<file path="config.mk">
export PLATFORM = sky130hd
export DESIGN_NAME = swmt_cell
export DESIGN_NICKNAME = d
export VERILOG_FILES = /design/src/rtl/swmt_pkg.sv /design/src/rtl/swmt_cell.sv
export SDC_FILE = /design/constraint.sdc
export NUM_CORES = 1
export LEC_CHECK = 0
export CORE_UTILIZATION = 32
export DETAILED_ROUTE_END_ITERATION = 10
export DONT_BUFFER_PORTS = 1
export SLEW_MARGIN = 10
export SYNTH_ARGS = -nofsm -noshare
export SYNTH_HDL_FRONTEND = slang
export SYNTH_SLANG_ARGS = --single-unit
</file>
<file path="constraint.sdc">
create_clock -name clk_i -period 3.2 [get_ports clk_i]
set_input_delay 0.16 -clock clk_i [delete_from_list [all_inputs] [get_ports clk_i]]
set_output_delay 0.16 -clock clk_i [all_outputs]
set_load 0.02 [all_outputs]
</file>
<file path="src/rtl/swmt_pkg.sv">
// Shared types and constants for the sliding-window maximum filter.
`timescale 1ns / 1ps
package swmt_pkg;

  localparam int unsigned ValueW = 32;
  localparam int unsigned TagW   = 24;
  localparam int unsigned LenW   = 7;

  typedef struct packed {
    logic signed [ValueW-1:0] value;
    logic        [TagW-1:0]   tag;
  } sample_t;

  typedef struct packed {
    logic    vld;
    sample_t smp;
  } token_t;

endpackage

</file>
<file path="src/rtl/swmt_cell.sv">
// One window cell: holds a sample of fixed age and folds the passing search token.
`timescale 1ns / 1ps
module swmt_cell #(
  parameter int unsigned Index  = 0,
  parameter int unsigned CountW = 7
) (
  input  logic                clk_i,
  input  logic                rst_ni,
  input  logic                shift_i,
  input  swmt_pkg::sample_t   sample_i,
  output swmt_pkg::sample_t   sample_o,
  input  logic                start_i,
  input  logic [CountW-1:0]   count_i,
  input  logic                hold_i,
  input  swmt_pkg::token_t    tok_i,
  output swmt_pkg::token_t    tok_o
);

  swmt_pkg::sample_t sample_q;
  swmt_pkg::token_t  tok_d, tok_q;
  logic              inject;

  assign inject = start_i && (count_i == CountW'(Index + 1));

  always_ff @(posedge clk_i) begin
    if (shift_i) begin
      sample_q <= sample_i;
    end
  end

  // Token arrives from the older neighbour; the earlier sample keeps ties.
  always_comb begin
    tok_d     = tok_q;
    tok_d.vld = 1'b0;
    if (tok_i.vld) begin
      tok_d.vld = 1'b1;
      if ($signed(sample_q.value) > $signed(tok_i.smp.value)) begin
        tok_d.smp = sample_q;
      end else begin
        tok_d.smp = tok_i.smp;
      end
    end else if (inject) begin
      tok_d.vld = 1'b1;
      tok_d.smp = sample_q;
    end else if (hold_i && tok_q.vld) begin
      tok_d.vld = 1'b1;
    end
  end

  always_ff @(posedge clk_i or negedge rst_ni) begin
    if (!rst_ni) begin
      tok_q <= '0;
    end else begin
      tok_q <= tok_d;
    end
  end

  assign sample_o = sample_q;
  assign tok_o    = tok_q;

endmodule

</file>
---- Word level (Yosys, flattened, before mapping) ----
Cells that the tools add are included.
storage, ports and cells
  register bits after elaboration ......... 113
  output and inout bits ................... 113
operators by class
  magnitude comparators ................... 1
  eq/ne operators ......................... 1
  muxes and demuxes ....................... 5
  reductions and logical operators ........ 3
operators with widths
  operator                                             count
  two-way mux 56 bit                                   2
  two-way mux 57 bit                                   1
  > comparator 32 bit                                  1
  equality test 7 x 1 -> 1 bit, second input constant  1
  logical AND 1 bit                                    2
  two-way mux 1 bit                                    2
  nonzero test 2 bit                                   1

---- Depth between registers and ports, before layout ----
  depth after elaboration ................. 4
  depth in mapped cells ................... 11

---- Worst setup path before layout ----
No wires, ideal clock.
  kind .................................... reg2reg
  start ................................... register sample_q, in the netlist sample_o[55]
  end ..................................... register tok_q, in the netlist tok_o[14]
  setup time .............................. 0.126 ns
  data arrival time ....................... 2.497 ns
  required time ........................... 3.074 ns
  path slack .............................. 0.577 ns
  stages on the path, launching flop included .. 10
  buffers on the path ..................... 2
  period minus slack after synthesis ...... 2.623 ns
  cell sequence ........................... edfxtp_1 -> ha_1 -> nand4_1 -> or4_4 -> clkinv_1 -> a32oi_2 -> nor3b_2 -> buf_6 -> buf_6 -> a221o_1
on the way
  longest elaborated chain between the ends .. 3
RTL lines
  item                    RTL line         RTL
  from (decl)             swmt_cell.sv:19  swmt_pkg::sample_t sample_q;
  from (signal assigned)  swmt_cell.sv:27  sample_q <= sample_i;
  > comparator 32 bit     swmt_cell.sv:37  if ($signed(sample_q.value) > $signed(tok_i.smp.value)) begin
  two-way mux 56 bit      swmt_cell.sv:37
  two-way mux 57 bit      swmt_cell.sv:35  if (tok_i.vld) begin
  to (signal assigned)    swmt_cell.sv:54  tok_q <= tok_d;
  to (decl)               swmt_cell.sv:20  swmt_pkg::token_t tok_d, tok_q;
Every way passes these cells.
A chain may end at the register's enable or synchronous reset.

---- Worst setup path in the final report ----
  start ................................... register sample_q, in the netlist sample_o[51]
  end ..................................... register tok_q, in the netlist tok_o[47]
The elaborated chain is that of the path after synthesis.

==> Flow_metrics.wiki <==
{| class="wikitable"
! Metric !! Value
|-
| Total power per unit cell area || 669 nW/um^2
|-
| Crit path buf inv count || 1
|-
| CTS Sinks || 113
|-
| Depth of the CTS H-tree || 4
|-
| Most common library cells after synthesis || sky130_fd_sc_hd__a221o_1, sky130_fd_sc_hd__dfrtp_1, sky130_fd_sc_hd__and2_1, sky130_fd_sc_hd__edfxtp_1, sky130_fd_sc_hd__inv_1
|-
| Maximum clock frequency || 337 MHz
|-
| TritonCTS clock tree || done
|-
| CP max FO || 30
|-
| X dimension of the die || 128 um
|-
| Initial core utilization || 0.331
|-
| Number of antenna violations at the first check in global routing || 0
|-
| Maximum number of buffers from clock root to sink || 2
|-
| DRC violation total after the first TritonRoute iteration || 186
|-
| Count of flip-flops with a built-in enable after synthesis || 56
|-
| Most used flip-flop cell after synthesis || sky130_fd_sc_hd__dfrtp_1
|-
| Met2 Usage GRT || 0.305
|-
| Destination of the worst register-to-register timing path || tok_o[47]
|-
| Peak-usage layer in the global routing report || met2
|-
| Last weighted congestion value of the routability-driven placer || 0.733
|-
| Worst-case hold slack || 0.154 ns
|-
| Kind of end point of the critical path || flip-flop
|-
| Number of primary I/O pins || 238
|-
| Hold Violations, Final || 0
|-
| Cell chain of the critical path || ha_1, nand4_1, or4_4, nor3_2, a2111oi_2, nand2b_4, buf_4, a221o_1
|-
| Final Cycle Share || 0.928
|-
| Critical path data required time || 3.49 ns
|-
| Vias || 3728
|-
| Terminating pin of the worst hold path || sample_o[49]
|-
| Synth area leaders || sky130_fd_sc_hd__edfxtp_1, sky130_fd_sc_hd__dfrtp_1, sky130_fd_sc_hd__a221o_1
|-
| Hold wc startpoint || shift_i
|-
| RSZ-0062 raised after global routing || false
|-
| Row cnt || 45
|-
| Number of buffer cells added on primary ports || 0
|-
| Remaining max-slew budget at the tightest pin || 0.401
|-
| Actual slew at the worst max-slew pin || 0.896 ns
|-
| Root buf cell || sky130_fd_sc_hd__clkbuf_16
|-
| Overflow left after global routing || 0
|-
| Setup Crit Path Kind || flip-flop to flip-flop
|-
| Total GRT Usage || 0.181
|-
| Post-CTS clock slew at the launch and capture registers of the worst setup and hold paths || 0.06 ns
|-
| Post-Synthesis Cells || 371
|-
| Proportion of synthesized chip area in sequential cells || 0.614
|-
| Synth unique cells || 29
|-
| Inserted Diodes || 0
|-
| Routed length per placed instance || 20.0 um
|-
| Largest area contributor in the netlist || sky130_fd_sc_hd__edfxtp_1
|-
| Post-synthesis async set-or-reset flop share || 0.504
|-
| FF-to-FF Start || sample_o[51]
|-
| Number of global-route vias before repair || 3937
|-
| Fin cells || 719
|-
| Met3 Track Usage GR || 0.0714
|-
| Category of cells accounting for the largest share of critical-path delay || simple AND/OR/NAND/NOR gates
|-
| Height of the die || 128 um
|-
| Clock Latency Late Sink || 0.42 ns
|-
| WP data arrival || 3.26 ns
|-
| Max-Cap Viols || 0
|-
| Growth of design area from synthesis to finish || 39.7%
|-
| Number of detailed-route iterations in the first pass || 4
|-
| Total number of nets in the final design || 652
|-
| Core area || 15300 um^2
|-
| Total of flip-flops plus latches after synthesis || 113
|-
| Vias per cell || 5.18
|-
| Pins Over Slew Limit || 0
|-
| Count of antenna-violating nets left after detailed routing || 0
|-
| Total instance count after detailed placement || 570
|-
| Layout cells sized above 1 || 0.0925
|-
| # setup viols final || 0
|-
| Number of gates given a new drive strength after cts || 0
|-
| Met1 track demand over resource in global routing || 0.205
|-
| Core Util, Final || 0.462
|-
| Total clock buffers created by CTS || 17
|-
| Total negative slack || 0 ns
|-
| Area of the mapped netlist || 5060 um^2
|-
| Worst reg2reg path depth || 8
|-
| Synth warnings || 0
|-
| Worst-case clock skew || 0.0120 ns
|-
| Static leakage || 2.94 nW
|-
| Slowest CP cell || sky130_fd_sc_hd__or4_4
|-
| Instance count along the most critical hold path || 1
|-
| Startpoint Class || flip-flop
|-
| Run status || finished, final reports clean
|-
| Number of remaining DRC errors || 0
|-
| Pre-CTS setup slack || 0.263 ns
|-
| Worst min path class || input pin to flip-flop
|-
| Post-route minimum period || 2.97 ns
|-
| Peak per-stage delay on the critical path || 0.61 ns
|-
| Post-Syn Area per Cell || 13.6 um^2
|-
| Maximum number of pins on one net before global-route repair || 58
|-
| Post-synth top area share || 0.332
|-
| Setup slack on the worst flop-to-flop path || 0.23 ns
|-
| Estimated wirelength of the detail-placed design || 9.06 mm
|-
| Overall die area || 16300 um^2
|-
| Post-route worst setup slack || 0.231 ns
|-
| Total routed wirelength || 14.4 mm
|-
| Worst IR drop on VDD || 0.434 mV
|-
| Synth Net Count || 528
|-
| First-pass GRT wire length || 22.0 mm
|}
[how the worst max path moves through the flow]
stage | startpoint | end | slack, ns | cells after the start
after floorplan | sample_o[55] | tok_o[14] | 0.58 | 9
after global placement | sample_o[29] | tok_o[54] | 0.33 | 9
after detailed placement | sample_o[51] | tok_o[46] | 0.26 | 8
after CTS | sample_o[51] | tok_o[38] | 0.24 | 8
after global routing | sample_o[51] | tok_o[38] | 0.05 | 8
final | sample_o[51] | tok_o[47] | 0.23 | 8
[metrics by stage]
step                      instance area (um^2)  total power, mW
final                                     7070             4.73
after global routing                      7070             4.92
after CTS                                 7070             4.77
after detailed placement                  5250             2.60
after global placement                    5250             2.59
after floorplan                           5060             2.48
[power breakdown]
part	total (mW)	internal, mW	leakage [nW]	switching [mW]
clock network	1.99	1.25	0.298	0.744
registers	2.16	1.74	1.23	0.417
logic	0.583	0.316	1.41	0.268
[state kept, by name, indices dropped and copies added, names as in the netlist]
name and count:
sample_o 56, tok_o 57
[timing repair]
action,4_1_cts,5_1_grt
hold buffers,117,0
hold endpoints to repair,226,0
buffers inserted,0,0
[cells by family after synthesis]
logic type	after synthesis	synth area share
compound gates	82	0.143
flops	113	0.614
buf+inv	54	0.0553
simple gates	90	0.109
fa+ha+maj	32	0.0791
[layout by cell type (no fill, tap or decap), types with 3 or more instances in the layout]
cell type	count
sky130_fd_sc_hd__a21oi_1	15
sky130_fd_sc_hd__a221o_1	57
sky130_fd_sc_hd__and2_1	56
sky130_fd_sc_hd__buf_4	6
sky130_fd_sc_hd__bufinv_16	3
sky130_fd_sc_hd__clkbuf_16	17
sky130_fd_sc_hd__dfrtp_1	57
sky130_fd_sc_hd__dlygate4sd3_1	115
sky130_fd_sc_hd__edfxtp_1	56
sky130_fd_sc_hd__ha_1	32
sky130_fd_sc_hd__inv_1	35
sky130_fd_sc_hd__inv_6	7
sky130_fd_sc_hd__nand2_1	14
sky130_fd_sc_hd__nand3_1	3
sky130_fd_sc_hd__nand4_1	6
sky130_fd_sc_hd__o21ai_1	4
[metal layers]
metal | share of wire | vias to the layer above | routed length, um
li1 | - | 1654 | -
met1 | 0.38 | 1839 | 5480
met2 | 0.50 | 218 | 7250
met3 | 0.098 | 17 | 1410
met4 | 0.017 | 0 | 238
met5 | 0 | - | 0
[layout make-up]
class,instances,area [um^2]
flip-flops and latches,113,3110
repair buffers,123,1250
inverters,36,135
well taps,211,264
clock buffers,17,425
fillers,1367,8240
multi-input cells,204,1690
clock inverters,15,195
Power figures use the tool's default switching activity.
